File: config.mk
export PLATFORM = sky130hd
export DESIGN_NAME = wprf_front
export DESIGN_NICKNAME = d
export VERILOG_FILES = /design/src/hw/rtl/wprf_pkg.sv /design/src/hw/rtl/wprf_front.sv
export SDC_FILE = /design/constraint.sdc
export NUM_CORES = 1
export LEC_CHECK = 0
export ABC_AREA = 1
export BUFFER_PORTS_ARGS = -buffer_cell sky130_fd_sc_hd__buf_2
export CAP_MARGIN = 20
export CORE_ASPECT_RATIO = 1.25
export CORE_MARGIN = 2
export CORE_UTILIZATION = 63
export DETAILED_ROUTE_END_ITERATION = 8
export GPL_TIMING_DRIVEN = 0
export MAX_ROUTING_LAYER = met4
export PLACE_DENSITY_LB_ADDON = 0.05
export RECOVER_POWER = 100
export SLEW_MARGIN = 20
export SYNTH_ARGS = -nofsm -noshare
export SYNTH_HDL_FRONTEND = slang
export SYNTH_SLANG_ARGS = --single-unit
export TNS_END_PERCENT = 5
File: constraint.sdc
create_clock -name vclk -period 14.3
set_input_delay 1.43 -clock vclk [all_inputs]
set_output_delay 1.43 -clock vclk [all_outputs]
set_load 0.05 [all_outputs]
File: src/hw/rtl/wprf_pkg.sv
`timescale 1ns / 1ps
// Package: constants, codes and transaction types of the written-page read filter.
package wprf_pkg;

	localparam int MAX_PAGES       = 1048576;
	localparam int MAX_REQ_SECTORS = 256;
	localparam int PAGE_SHIFT      = 3;
	localparam int WORD_BITS       = 64;
	localparam int MAP_WORDS       = (MAX_PAGES + WORD_BITS - 1) / WORD_BITS;
	localparam int BIT_W           = $clog2(WORD_BITS);
	localparam int PAGE_W          = $clog2(MAX_PAGES);
	localparam int BOUND_W         = PAGE_W + 1;
	localparam int EXT_W           = BOUND_W + 1;
	localparam int CNT_W           = 32;
	localparam int CFG_IDX_W       = 1;

	localparam logic [CFG_IDX_W-1:0] CFG_MAP_PAGES    = 1'b0;
	localparam logic [CFG_IDX_W-1:0] CFG_DEV_ATTACHED = 1'b1;

	typedef enum logic [3:0] {
		ACT_WRITE   = 4'd0,
		ACT_READ    = 4'd1,
		ACT_TEST    = 4'd2,
		ACT_SET_PG  = 4'd3,
		ACT_CLR_PG  = 4'd4,
		ACT_SET_RNG = 4'd5,
		ACT_CLR_RNG = 4'd6,
		ACT_SET_ALL = 4'd7,
		ACT_CLR_ALL = 4'd8,
		ACT_RST_CNT = 4'd9
	} action_t;

	typedef enum logic [1:0] {
		ST_OK      = 2'd0,
		ST_INVALID = 2'd1,
		ST_NO_DEV  = 2'd2
	} status_t;

	typedef enum logic [2:0] {
		CMD_NOP,
		CMD_SET,
		CMD_CLR,
		CMD_WRITE,
		CMD_READ,
		CMD_TEST,
		CMD_RST_CNT
	} cmd_kind_t;

	typedef enum logic [1:0] {
		BK_CLEAR,
		BK_IDLE,
		BK_WALK,
		BK_FIN
	} back_state_t;

	typedef struct packed {
		cmd_kind_t          kind;
		status_t            status;
		logic               span_en;
		logic [PAGE_W-1:0]  first_pg;
		logic [PAGE_W-1:0]  last_pg;
	} cmd_t;

	typedef struct packed {
		status_t            status;
		logic               forward;
		logic               marked;
		logic [CNT_W-1:0]   writes;
		logic [CNT_W-1:0]   reads;
		logic [CNT_W-1:0]   filtered;
	} res_t;

endpackage

File: src/hw/rtl/wprf_front.sv
`timescale 1ns / 1ps
// Front end: bound checks and classification of an incoming item into a map command.
module wprf_front (
	input  logic [3:0]                    action,
	input  logic [22:0]                   start_sector,
	input  logic [8:0]                    sector_count,
	input  logic [wprf_pkg::PAGE_W-1:0]   page_index,
	input  logic [wprf_pkg::BOUND_W-1:0]  range_length,
	input  logic [wprf_pkg::BOUND_W-1:0]  map_pages,
	input  logic                          device_attached,
	output wprf_pkg::cmd_t                cmd
);

	logic [wprf_pkg::BOUND_W-1:0] bound;
	logic [wprf_pkg::EXT_W-1:0]   bound_x;
	logic [wprf_pkg::PAGE_W-1:0]  req_first;
	logic [5:0]                   req_pages;
	logic [wprf_pkg::EXT_W-1:0]   req_end;
	logic [wprf_pkg::EXT_W-1:0]   pg_end;
	logic [wprf_pkg::EXT_W-1:0]   rng_end;
	logic [wprf_pkg::EXT_W-1:0]   end_v;
	logic [wprf_pkg::PAGE_W-1:0]  first_v;
	logic                         pg_bad;

	always_comb begin
		bound = (map_pages > wprf_pkg::BOUND_W'(wprf_pkg::MAX_PAGES)) ?
			wprf_pkg::BOUND_W'(wprf_pkg::MAX_PAGES) : map_pages;
		bound_x   = {1'b0, bound};
		req_first = start_sector[22:wprf_pkg::PAGE_SHIFT];
		req_pages = sector_count[8:wprf_pkg::PAGE_SHIFT];
		req_end   = wprf_pkg::EXT_W'(req_first) + wprf_pkg::EXT_W'(req_pages);
		pg_end    = wprf_pkg::EXT_W'(page_index) + wprf_pkg::EXT_W'(1);
		rng_end   = wprf_pkg::EXT_W'(page_index) + wprf_pkg::EXT_W'(range_length);
		pg_bad    = wprf_pkg::EXT_W'(page_index) >= bound_x;

		cmd.kind   = wprf_pkg::CMD_NOP;
		cmd.status = wprf_pkg::ST_OK;
		first_v    = '0;
		end_v      = '0;

		case (action)
			wprf_pkg::ACT_WRITE, wprf_pkg::ACT_READ: begin
				if (!device_attached) begin
					cmd.status = wprf_pkg::ST_NO_DEV;
				end else if (sector_count > 9'(wprf_pkg::MAX_REQ_SECTORS) ||
						req_end > bound_x) begin
					cmd.status = wprf_pkg::ST_INVALID;
				end else begin
					cmd.kind = (action == wprf_pkg::ACT_WRITE) ?
						wprf_pkg::CMD_WRITE : wprf_pkg::CMD_READ;
					first_v = req_first;
					end_v   = req_end;
				end
			end
			wprf_pkg::ACT_TEST, wprf_pkg::ACT_SET_PG, wprf_pkg::ACT_CLR_PG: begin
				if (pg_bad) begin
					cmd.status = wprf_pkg::ST_INVALID;
				end else begin
					cmd.kind = (action == wprf_pkg::ACT_TEST) ? wprf_pkg::CMD_TEST :
						(action == wprf_pkg::ACT_SET_PG) ? wprf_pkg::CMD_SET :
						wprf_pkg::CMD_CLR;
					first_v = page_index;
					end_v   = pg_end;
				end
			end
			wprf_pkg::ACT_SET_RNG, wprf_pkg::ACT_CLR_RNG: begin
				if (pg_bad || rng_end > bound_x) begin
					cmd.status = wprf_pkg::ST_INVALID;
				end else begin
					cmd.kind = (action == wprf_pkg::ACT_SET_RNG) ?
						wprf_pkg::CMD_SET : wprf_pkg::CMD_CLR;
					first_v = page_index;
					end_v   = rng_end;
				end
			end
			wprf_pkg::ACT_SET_ALL, wprf_pkg::ACT_CLR_ALL: begin
				cmd.kind = (action == wprf_pkg::ACT_SET_ALL) ?
					wprf_pkg::CMD_SET : wprf_pkg::CMD_CLR;
				end_v = bound_x;
			end
			wprf_pkg::ACT_RST_CNT: begin
				cmd.kind = wprf_pkg::CMD_RST_CNT;
			end
			default: begin
				cmd.status = wprf_pkg::ST_INVALID;
			end
		endcase

		// empty spans (short requests, zero-length ranges) touch no map word
		cmd.span_en  = end_v > wprf_pkg::EXT_W'(first_v);
		cmd.first_pg = first_v;
		cmd.last_pg  = wprf_pkg::PAGE_W'(end_v - wprf_pkg::EXT_W'(1));
	end

endmodule

==> results.md <==
- Fin. max-slew vios: 0
- Synth warn: 0
- Core footprint: 10600 um^2
- Max_cap viols: 0
- Slew headroom: 0.424
- Slew @ Worst Pin: 0.856 ns
- Most common cell in the netlist: nand2_1
- Fin area: 7630 um^2
- Initial DRC count: 714
- Mux contribution to synthesized area: 0
- Top-area cell type share of the netlist area: 0.212
- Sequential share of the synthesized area: 0
- Post-CTS Setup Inserts: 0
- Commonest cells post-synth: nand2_1 (385), inv_1 (209), nor2_1 (146)
- Critical path endpoint category: output port
- Final Util: 0.722
- Status: finished, final reports clean
- Hold depth: 3
- Final hold vios: 0
- Synth top area cells: nand2_1 (21%), ha_1 (20%), inv_1 (12%)
- Fillers: 1040
- Syn-to-layout area delta: 11.9%
- Initial antenna violation count: 1
- DIE HEIGHT: 120 um
- HP Class: primary input to output port
- Largest family of logic cells by synthesized area: simple AND/OR/NAND/NOR gates
- Drt first pass iters: 6
- PortBufs: 142
- Setup TNS Final: 0 ns
- Setup Crit Path Kind: primary input to output port
- CP most frequent cell: nand2_1
- Syn_area_per_cell: 5.40 um^2
- Final Setup Violations: 0
- Top Ports: 145
- Site row count: 42
- Adder-Cell Fraction of Synth Area: 0.208
- DRC Markers: 0
- Netlist area before placement: 6820 um^2
- Starting Density: 0.646
- First-pass GRT wire length: 38900 um
- # clk buffers: 0
- Routed Antenna Nets: 0
- Reg area: 0 um^2
- Final WL: 25000 um
- XOR/XNOR share of the synthesized area: 0.0527
- Crit path max fanout: 10
- Post-Place Setup Slack: 5.61 ns
- RePlAce Congestion: 1.04
- Total gr overflow: 0
- Seq_cells: 0
- Largest area contributor in the netlist: nand2_1
- GRT Util Overall: 0.422
- Post-DP HPWL: 22000 um
- Wire length per cell: 16.3 um
- Vias in the first global route: 8404
- Maximum number of pins on one net before global-route repair: 11
- Post-cts resize count: 0
- Crit-path slowest cell: nor4_1
- DIE WIDTH: 97.1 um
- Via Count: 8885
- Area post-placement: 7690 um^2
- Startpoint type of the worst setup path: primary input
- Final WS setup: 4.87 ns
- Die Area: 11700 um^2
- Crit path time final: 9.43 ns
- Fin nets: 1618
- Simple-gate share of the synthesized area: 0.496
- Post-synth net total: 1474
- Hold buffer count at CTS: 0
- Number of distinct library cells after synthesis: 47
- CP required: 12.87 ns
- Worst path max stage delay: 0.75 ns
- Synthesized instance count: 1263
- Share of layout cells above drive strength 1: 0.132
- Critical path arrival: 8.00 ns
- Compound-Gate Fraction of Synth Area: 0.108
- Mean number of vias per cell: 5.78
- Maximum clock rate: 106 MHz
- Period Utilization, post-route: 0.660
- Unrepaired setup endpoints after global routing: false
[worst paths after layout]
kind	start	to	slack, ns
setup / recovery	map_pages[3]	cmd[40]	4.87
hold / removal	device_attached	cmd[42]	3.27
[stage by stage]
step           hold WS, ns  instances
2_1_floorplan         3.04       1263
3_5_place_dp          3.19       1537
4_1_cts               3.19       1537
6_report              3.27       1538
3_3_place_gp          3.19       1537
5_1_grt               3.29       1538
[routing by layer]
layer | vias up | global-route usage | share of wire
met5 | - | - | 0
met4 | 0 | 0.293 | 0.081
met3 | 143 | 0.0405 | 0.084
met2 | 514 | 0.728 | 0.47
met1 | 3858 | 0.457 | 0.37
li1 | 4370 | - | -
[layout make-up]
type / count / area [um^2] / share of cell area
inverters: 221 / 832 / 0.109
plain buffers: 13 / 92.6 / 0.0121
multi-input cells: 1029 / 5870 / 0.770
well taps: 132 / 165 / 0.0217
diodes: 1 / 2.50 / 0.000328
repair buffers: 142 / 663 / 0.0869
[kinds of logic after synthesis]
group | count (synthesis)
xor+xnor | 41
simple gates | 761
compound gates | 115
buf+inv | 234
fa+ha+maj | 112
[worst max-delay path: cells and delay by family]
| family | cells | cell delay (ns) |
|---|---|---|
| and+or+nand+nor | 18 | 3.22 |
| adders and majority gates | 2 | 0.71 |
| AOI/OAI and AO/OA | 2 | 0.55 |
| buffers and inverters | 8 | 2.08 |
[cell usage in the layout (no fill, tap or decap), types with 6 or more instances in the layout]
cell	count
nor3_1	20
o21ai_2	7
o22ai_1	6
nand2_2	9
xnor2_1	8
a21oi_1	52
xor2_1	33
ha_1	110
nor2_2	16
buf_2	108
inv_2	10
nand2_1	385
clkbuf_1	43
o21ai_0	19
nand4_1	33
o22ai_2	9
nor4_1	8
nand3_1	117
inv_1	210
nor2_1	148
