<file path="config.mk">
export PLATFORM = sky130hd
export DESIGN_NAME = wprf_cmd_fifo
export DESIGN_NICKNAME = d
export VERILOG_FILES = /design/src/hw/rtl/wprf_pkg.sv /design/src/hw/rtl/wprf_cmd_fifo.sv
export SDC_FILE = /design/constraint.sdc
export NUM_CORES = 1
export LEC_CHECK = 0
export CAP_MARGIN = 20
export CORE_MARGIN = 2
export CORE_UTILIZATION = 54
export DETAILED_ROUTE_END_ITERATION = 12
export DONT_BUFFER_PORTS = 1
export HOLD_SLACK_MARGIN = 0.15
export PLACE_DENSITY_LB_ADDON = 0.08
export SLEW_MARGIN = 20
export SYNTH_ARGS = -nofsm -noshare
export SYNTH_HDL_FRONTEND = slang
export SYNTH_SLANG_ARGS = --single-unit
</file>
<file path="constraint.sdc">
create_clock -name clk -period 7.8 [get_ports clk]
set_clock_uncertainty 0.05 [all_clocks]
set_input_delay 0.39 -clock clk [delete_from_list [all_inputs] [get_ports clk]]
set_output_delay 0.39 -clock clk [all_outputs]
set_load 0.01 [all_outputs]
</file>
<file path="src/hw/rtl/wprf_pkg.sv">
`timescale 1ns / 1ps
// Package: constants, codes and transaction types of the written-page read filter.
package wprf_pkg;

	localparam int MAX_PAGES       = 1048576;
	localparam int MAX_REQ_SECTORS = 256;
	localparam int PAGE_SHIFT      = 3;
	localparam int WORD_BITS       = 64;
	localparam int MAP_WORDS       = (MAX_PAGES + WORD_BITS - 1) / WORD_BITS;
	localparam int BIT_W           = $clog2(WORD_BITS);
	localparam int PAGE_W          = $clog2(MAX_PAGES);
	localparam int BOUND_W         = PAGE_W + 1;
	localparam int EXT_W           = BOUND_W + 1;
	localparam int CNT_W           = 32;
	localparam int CFG_IDX_W       = 1;

	localparam logic [CFG_IDX_W-1:0] CFG_MAP_PAGES    = 1'b0;
	localparam logic [CFG_IDX_W-1:0] CFG_DEV_ATTACHED = 1'b1;

	typedef enum logic [3:0] {
		ACT_WRITE   = 4'd0,
		ACT_READ    = 4'd1,
		ACT_TEST    = 4'd2,
		ACT_SET_PG  = 4'd3,
		ACT_CLR_PG  = 4'd4,
		ACT_SET_RNG = 4'd5,
		ACT_CLR_RNG = 4'd6,
		ACT_SET_ALL = 4'd7,
		ACT_CLR_ALL = 4'd8,
		ACT_RST_CNT = 4'd9
	} action_t;

	typedef enum logic [1:0] {
		ST_OK      = 2'd0,
		ST_INVALID = 2'd1,
		ST_NO_DEV  = 2'd2
	} status_t;

	typedef enum logic [2:0] {
		CMD_NOP,
		CMD_SET,
		CMD_CLR,
		CMD_WRITE,
		CMD_READ,
		CMD_TEST,
		CMD_RST_CNT
	} cmd_kind_t;

	typedef enum logic [1:0] {
		BK_CLEAR,
		BK_IDLE,
		BK_WALK,
		BK_FIN
	} back_state_t;

	typedef struct packed {
		cmd_kind_t          kind;
		status_t            status;
		logic               span_en;
		logic [PAGE_W-1:0]  first_pg;
		logic [PAGE_W-1:0]  last_pg;
	} cmd_t;

	typedef struct packed {
		status_t            status;
		logic               forward;
		logic               marked;
		logic [CNT_W-1:0]   writes;
		logic [CNT_W-1:0]   reads;
		logic [CNT_W-1:0]   filtered;
	} res_t;

endpackage

</file>
<file path="src/hw/rtl/wprf_cmd_fifo.sv">
`timescale 1ns / 1ps
// Two-entry command queue between the front end and the map engine.
module wprf_cmd_fifo (
	input  logic           clk,
	input  logic           arst_n,
	input  logic           wr_en,
	input  wprf_pkg::cmd_t din,
	output logic           full,
	input  logic           rd_en,
	output wprf_pkg::cmd_t dout,
	output logic           empty
);

	wprf_pkg::cmd_t mem_q [2];
	logic           wptr_q;
	logic           rptr_q;
	logic [1:0]     cnt_q;

	always_ff @(posedge clk or negedge arst_n) begin
		if (!arst_n) begin
			wptr_q <= 1'b0;
			rptr_q <= 1'b0;
			cnt_q  <= 2'd0;
		end else begin
			if (wr_en) begin
				wptr_q <= ~wptr_q;
			end
			if (rd_en) begin
				rptr_q <= ~rptr_q;
			end
			cnt_q <= cnt_q + {1'b0, wr_en} - {1'b0, rd_en};
		end
	end

	always_ff @(posedge clk) begin
		if (wr_en) begin
			mem_q[wptr_q] <= din;
		end
	end

	assign full  = cnt_q == 2'd2;
	assign empty = cnt_q == 2'd0;
	assign dout  = mem_q[rptr_q];

endmodule

</file>
==> run_results.csv, run 1 <==
group,metric,value,unit
outcome,status,"finished clean",
detailed_routing,viasPerCell,5.40,
floorplan,placeableCoreArea,0.00642,sq mm
pwr,p_per_area,330,mW/mm^2
worst_setup_path,rrSetupSlack,6.30,ns
layout,n_antenna_cell,0,
sta,fin_setup_tns,0,ns
placement,portBuffers,0,
floorplan,dieHeight,86.1,microns
placement,dpl.hpwl,3380,microns
global_route,antenna_found_initial,0,
logic_synthesis,ys_seq_area_share,78.7,%
clock_tree,cts_sinks,96,
global_route,met3_usage,5.77,%
detailed_routing,drt_iter0_drc,123,
worst_setup_path,r2r_end,"mem_q[0][10]$_DFFE_PP_",
global_route,grt_max_degree,47,
detailed_routing,drt-total-wl,5900,microns
placement,placed_area,0.00371,sq mm
pwr,ir_drop,0.000254,V
layout,stdcell_area,0.00440,sq mm
flow_run,cap_violations,0,
logic_synthesis,synthCells,158,
logic_synthesis,ys_warn_count,0,
worst_setup_path,r2r_start,"wptr_q$_DFFE_PN0P_",
sta,drv_slew,0,
global_route,grt_pass1_wl,8940,microns
global_route,busiest_layer,"met2",
sta,setup_viol,0,
pwr,power_frac_comb,27.4,%
logic_synthesis,netlist_area,0.00364,sq mm
global_route,grt_pass1_vias,1754,
sta,max_freq,0.406,GHz
worst_setup_path,cp-startpoint,"rptr_q$_DFFE_PN0P_",
sta,tightest_slew,0.646,ns
clock_tree,htreeDepth,3,
floorplan,die_w,86.1,microns
clock_tree,clk_latency,0.34,ns
clock_tree,post_cts_buffers,0,
clock_tree,cts_resized,0,
floorplan,rows,29,
global_route,grt_usage,16.8,%
clock_tree,path_clk_slew,0.09,ns
detailed_routing,vias,1604,
floorplan,start_util,56.7,%
clock_tree,cts_root_buffer,"clkbuf_8",
layout,final_nets,267,
logic_synthesis,synth_cell_types,13,
global_route,grt_overflow_total,0,
worst_setup_path,cp_max_fo,27,
sta,layout_worst_path_cycle_share,31.6,%
detailed_routing,drc,0,
pwr,finalPower,1.45,mW
layout,finish.utilization,68.5,%
clock_tree,numCtsBuffers,9,
layout,area_growth,20.8,%
worst_setup_path,required,7.36,ns
logic_synthesis,ys_ff_latch,96,
sta,relSlewSlack,57.0,%
placement,place_congestion,0.675,
logic_synthesis,synth.net_count,210,
pwr,switching_share,29.1,%
clock_tree,clk_path_buf_depth,2,
sta,hold_ws,0.265,ns
worst_hold_path,hp-class,"primary input to asynchronous set/reset pin",
sta,fin_crit,2.46,ns
detailed_routing,postRouteAntennaNets,0,
pwr,switchingPower,422,uW
pwr,p_leak,1.59,nW
worst_setup_path,worstPathArrival,2.02,ns
worst_setup_path,start_kind,"flop",
detailed_routing,drt_pass1_iterations,4,
worst_setup_path,end_kind,"output pin",
global_route,use_met2,29.2,%
detailed_routing,routedWlPerCell,19.9,microns
floorplan,dieArea,0.00741,sq mm
worst_setup_path,reg2reg_depth,2,
pwr,p_int,1.03,mW
global_route,met1_usage,17.8,%
pwr,power_frac_seq,50.9,%
pwr,p_clk_share,21.7,%
sta,rsz0062_at_grt,"false",
layout,drive_gt1_share,30.5,%
clock_tree,cts_tree,"built",
clock_tree,cts_hold_buf,49,
logic_synthesis,avgSynthCellArea,23.0,sq um
worst_setup_path,worst-setup-path-type,"flop to output pin",
floorplan,num_io_pins,98,
sta,hold_violations,0,
layer usage:
layer | vias to the layer above | part of all wire [%]
li1 | 730 | -
met1 | 796 | 38
met2 | 68 | 53
met3 | 10 | 7.4
met4 | 0 | 1.9
met5 | - | 0
cell type report:
cell class | instances | area (sq um)
repair buffers | 51 | 505
well taps | 77 | 96.3
clock buffers | 9 | 124
multi-input cells | 55 | 729
flip-flops and latches | 96 | 2860
clock inverters | 7 | 71.3
inverters | 2 | 7.51
fillers | 407 | 2020
synthesized netlist by cell type, drive strengths merged:
| cell type | number | area share, % |
|---|---|---|
| ha | 2 | 0.69 |
| nor2 | 1 | 0.10 |
| dfrtp | 4 | 2.8 |
| inv | 2 | 0.21 |
| xor3 | 1 | 0.65 |
| mux2 | 46 | 17 |
| and2 | 1 | 0.17 |
| buf | 5 | 1.4 |
| edfxtp | 92 | 76 |
| xor2 | 2 | 0.48 |
| nor2b | 2 | 0.34 |
stage by stage:
step	cells	setup WS, ns
floorplan	158	4.84
detailed placement	232	5.70
finish	297	5.34
global placement	232	5.74
global route	297	5.20
CTS	297	5.29
critical path, stage by stage, from the launching register on:
cell	delay [ns]
dfrtp_2	0.71
buf_4	0.50
mux2_2	0.43
flip-flops by register name, summed over array words and instances (netlist names):
register  flops
rptr_q        1
mem_q        92
wptr_q        1
cnt_q         2
worst max-delay path by stage:
stage	to	slack, ns	cells after the start
floorplan	mem_q[0][0]$_DFFE_PP_	4.84	1
global placement	dout[3]	5.74	2
detailed placement	dout[3]	5.70	2
CTS	dout[3]	5.29	2
global route	dout[3]	5.20	2
finish	dout[3]	5.34	2
cells in the final DEF, fill, tap and decap left out, types with 2 or more instances in the layout:
master,instances
clkbuf_8,9
clkinv_2,2
dfrtp_1,3
mux2_4,30
clkinvlp_4,3
buf_4,2
mux2_2,16
inv_1,2
ha_1,2
xor2_1,2
edfxtp_1,92
dlygate4sd3_1,49
power groups by stage:
| stage | Combinational (mW) | Sequential [mW] | Clock (mW) |
|---|---|---|---|
| floorplan | 0.358 | 0.722 | 0 |
| global placement | 0.368 | 0.745 | 0 |
| detailed placement | 0.378 | 0.751 | 0 |
| CTS | 0.403 | 0.739 | 0.320 |
| global route | 0.424 | 0.751 | 0.341 |
| finish | 0.397 | 0.739 | 0.314 |
kinds of logic (layout without fill, tap and decap cells):
kind of cell	count (synthesis)	after routing	share of synthesized area, %
and+or+nand+nor	4	4	0.619
adders and majority gates	2	2	0.687
xor gates and xnor gates	3	3	1.13
DFF	96	96	78.7
buffers and inverters	7	69	1.58
muxes	46	46	17.3
Note: power is estimated with default switching activity, not from simulation.
==> run 2: changes to the inputs <==
==> constraint.sdc (replaced) <==
create_clock -name clk -period 2.3 [get_ports clk]
set_clock_uncertainty 0.05 [all_clocks]
set_input_delay 0.115 -clock clk [delete_from_list [all_inputs] [get_ports clk]]
set_output_delay 0.115 -clock clk [all_outputs]
set_load 0.01 [all_outputs]
==> run 2 against run 1 <==
Core utilization increased by 0.14 points. Sequential share of layout area decreased by 0.13 points. Count of clock-buffer cells in the layout increased by 3. Routed wire length decreased by 4.6%. Setup slack got worse by 4.7 ns. Design area increased by 0.20%. First-iteration DRC count decreased by 22%. Clock power increased to 2.8 times the previous value. Critical path depth unchanged. Via count decreased by 0.56%. Non-clock buffer count increased by 3. Sequential power increased to 3.3 times the previous value. Critical path type unchanged. Critical endpoint is now dout[4]. Largest power group unchanged.
==> run_results.csv, run 2 (synthesized netlist as in run 1, its figures left out) <==
group,metric,value,unit
pwr,p_leak,1.59,nW
placement,placed_area,0.00375,sq mm
detailed_routing,viasPerCell,5.33,
detailed_routing,drc,0,
pwr,ir_drop,0.000665,V
clock_tree,post_cts_buffers,0,
worst_setup_path,rrSetupSlack,0.82,ns
clock_tree,numCtsBuffers,9,
placement,portBuffers,0,
sta,relSlewSlack,69.5,%
layout,top_regs,"mem_q (92), cnt_q (2)",
worst_setup_path,worst_path_largest_cell_delay,0.43,ns
global_route,grt_max_degree,34,
pwr,finalPower,4.77,mW
worst_hold_path,min_from,"wr_en",
placement,place_congestion,0.683,
floorplan,die_w,86.1,microns
worst_setup_path,worstPathArrival,1.51,ns
sta,hold_violations,0,
global_route,grt_pass1_vias,1739,
worst_setup_path,worst-setup-path-type,"flop to output pin",
outcome,status,"finished clean",
sta,hold_ws,0.232,ns
floorplan,num_io_pins,98,
sta,fin_setup_tns,0,ns
worst_hold_path,hold-path-cell-count,1,
sta,max_freq,0.598,GHz
worst_setup_path,end_kind,"output pin",
clock_tree,path_clk_slew,0.08,ns
worst_hold_path,hp-class,"primary input to flop",
sta,drv_slew,0,
clock_tree,cts_sinks,96,
worst_setup_path,critical-path-slowest-cell,"mux2_2",
worst_setup_path,path_cells,"buf_4 -> mux2_2",
detailed_routing,vias,1595,
worst_setup_path,r2r_end,"mem_q[0][5]$_DFFE_PP_",
worst_setup_path,critPathTopFamily,"multiplexers",
global_route,grt_usage,16.0,%
sta,fin_crit,1.67,ns
clock_tree,cts_tree,"built",
layout,final_nets,270,
worst_setup_path,cp_max_fo,26,
global_route,antenna_found_initial,0,
sta,layout_worst_path_cycle_share,72.7,%
worst_setup_path,cp-startpoint,"rptr_q$_DFFE_PN0P_",
clock_tree,cts_root_buffer,"clkbuf_8",
layout,stdcell_area,0.00441,sq mm
global_route,grt_pass1_wl,8580,microns
layout,nFillCells,418,
detailed_routing,postRouteAntennaNets,0,
sta,tightest_slew,0.457,ns
global_route,grt_overflow_total,0,
layout,mostFrequentLayoutCells,"92 x edfxtp_1, 50 x dlygate4sd3_1, 30 x mux2_4, 16 x mux2_2, 9 x clkbuf_8",
floorplan,rows,29,
floorplan,start_util,56.7,%
detailed_routing,drt-total-wl,5630,microns
layout,n_antenna_cell,0,
pwr,p_per_area,1080,mW/mm^2
worst_setup_path,crit_buf_inv,1,
layout,layout_commonest_cell,"edfxtp_1",
layout,drive_gt1_share,29.3,%
clock_tree,clk_path_buf_depth,2,
worst_setup_path,start_kind,"flop",
floorplan,dieArea,0.00741,sq mm
flow_run,cap_violations,0,
worst_setup_path,r2r_start,"wptr_q$_DFFE_PN0P_",
layout,finish.utilization,68.6,%
layout,largest_reg_flops,92,
layout,regMostFlops,"mem_q",
floorplan,dieHeight,86.1,microns
worst_hold_path,holdPathEnd,"mem_q[1][39]$_DFFE_PP_",
clock_tree,clk_latency,0.33,ns
floorplan,placeableCoreArea,0.00642,sq mm
detailed_routing,routedWlPerCell,18.8,microns
detailed_routing,drt_iter0_drc,96,
worst_setup_path,required,2.13,ns
sta,rsz0062_at_grt,"false",
worst_setup_path,reg2reg_depth,2,
clock_tree,htreeDepth,3,
layout,area_growth,21.1,%
detailed_routing,drt_pass1_iterations,4,
sta,setup_viol,0,
run 2: routing by layer:
layer	vias up	global-route usage, %	share of wire, %
met3	9	5.10	7.8
met5	-	0	0
met2	63	27.6	53
met4	0	7.07	1.3
met1	790	18.2	38
li1	733	-	-
run 2: final cells by class:
type	instances	area [sq um]	share of cell area, %
sequential	96	2860	65.0
inverter	2	7.51	0.170
multi-input combinational	55	728	16.5
clock inverter	3	20.0	0.454
timing repair buffer	54	556	12.6
clock buffer	12	135	3.07
tap	77	96.3	2.19
run 2: where the power goes:
| part | switching, mW | total, mW | internal [mW] |
|---|---|---|---|
| Sequential | 0.101 | 2.42 | 2.32 |
| Clock | 0.499 | 0.885 | 0.387 |
| Combinational | 0.764 | 1.46 | 0.697 |
run 2: per-stage QoR:
step	setup WS [ns]	instances
after floorplan	0.220	158
after global placement	0.890	234
after detailed placement	0.811	234
after CTS	0.606	299
after global routing	0.540	299
final	0.628	299
run 2: timing repair:
| action | 4_1_cts | 5_1_grt |
|---|---|---|
| endpoints found under the hold margin | 113 | 0 |
| gates resized for setup | 0 | 0 |
| hold buffers | 50 | 0 |
run 2: worst max path at each step:
stage	end	slack, ns	cells after the start
floorplan	mem_q[0][0]$_DFFE_PP_	0.22	1
global placement	mem_q[0][5]$_DFFE_PP_	0.89	2
detailed placement	mem_q[0][5]$_DFFE_PP_	0.81	2
CTS	dout[39]	0.61	2
global route	dout[4]	0.54	2
finish	dout[4]	0.63	2
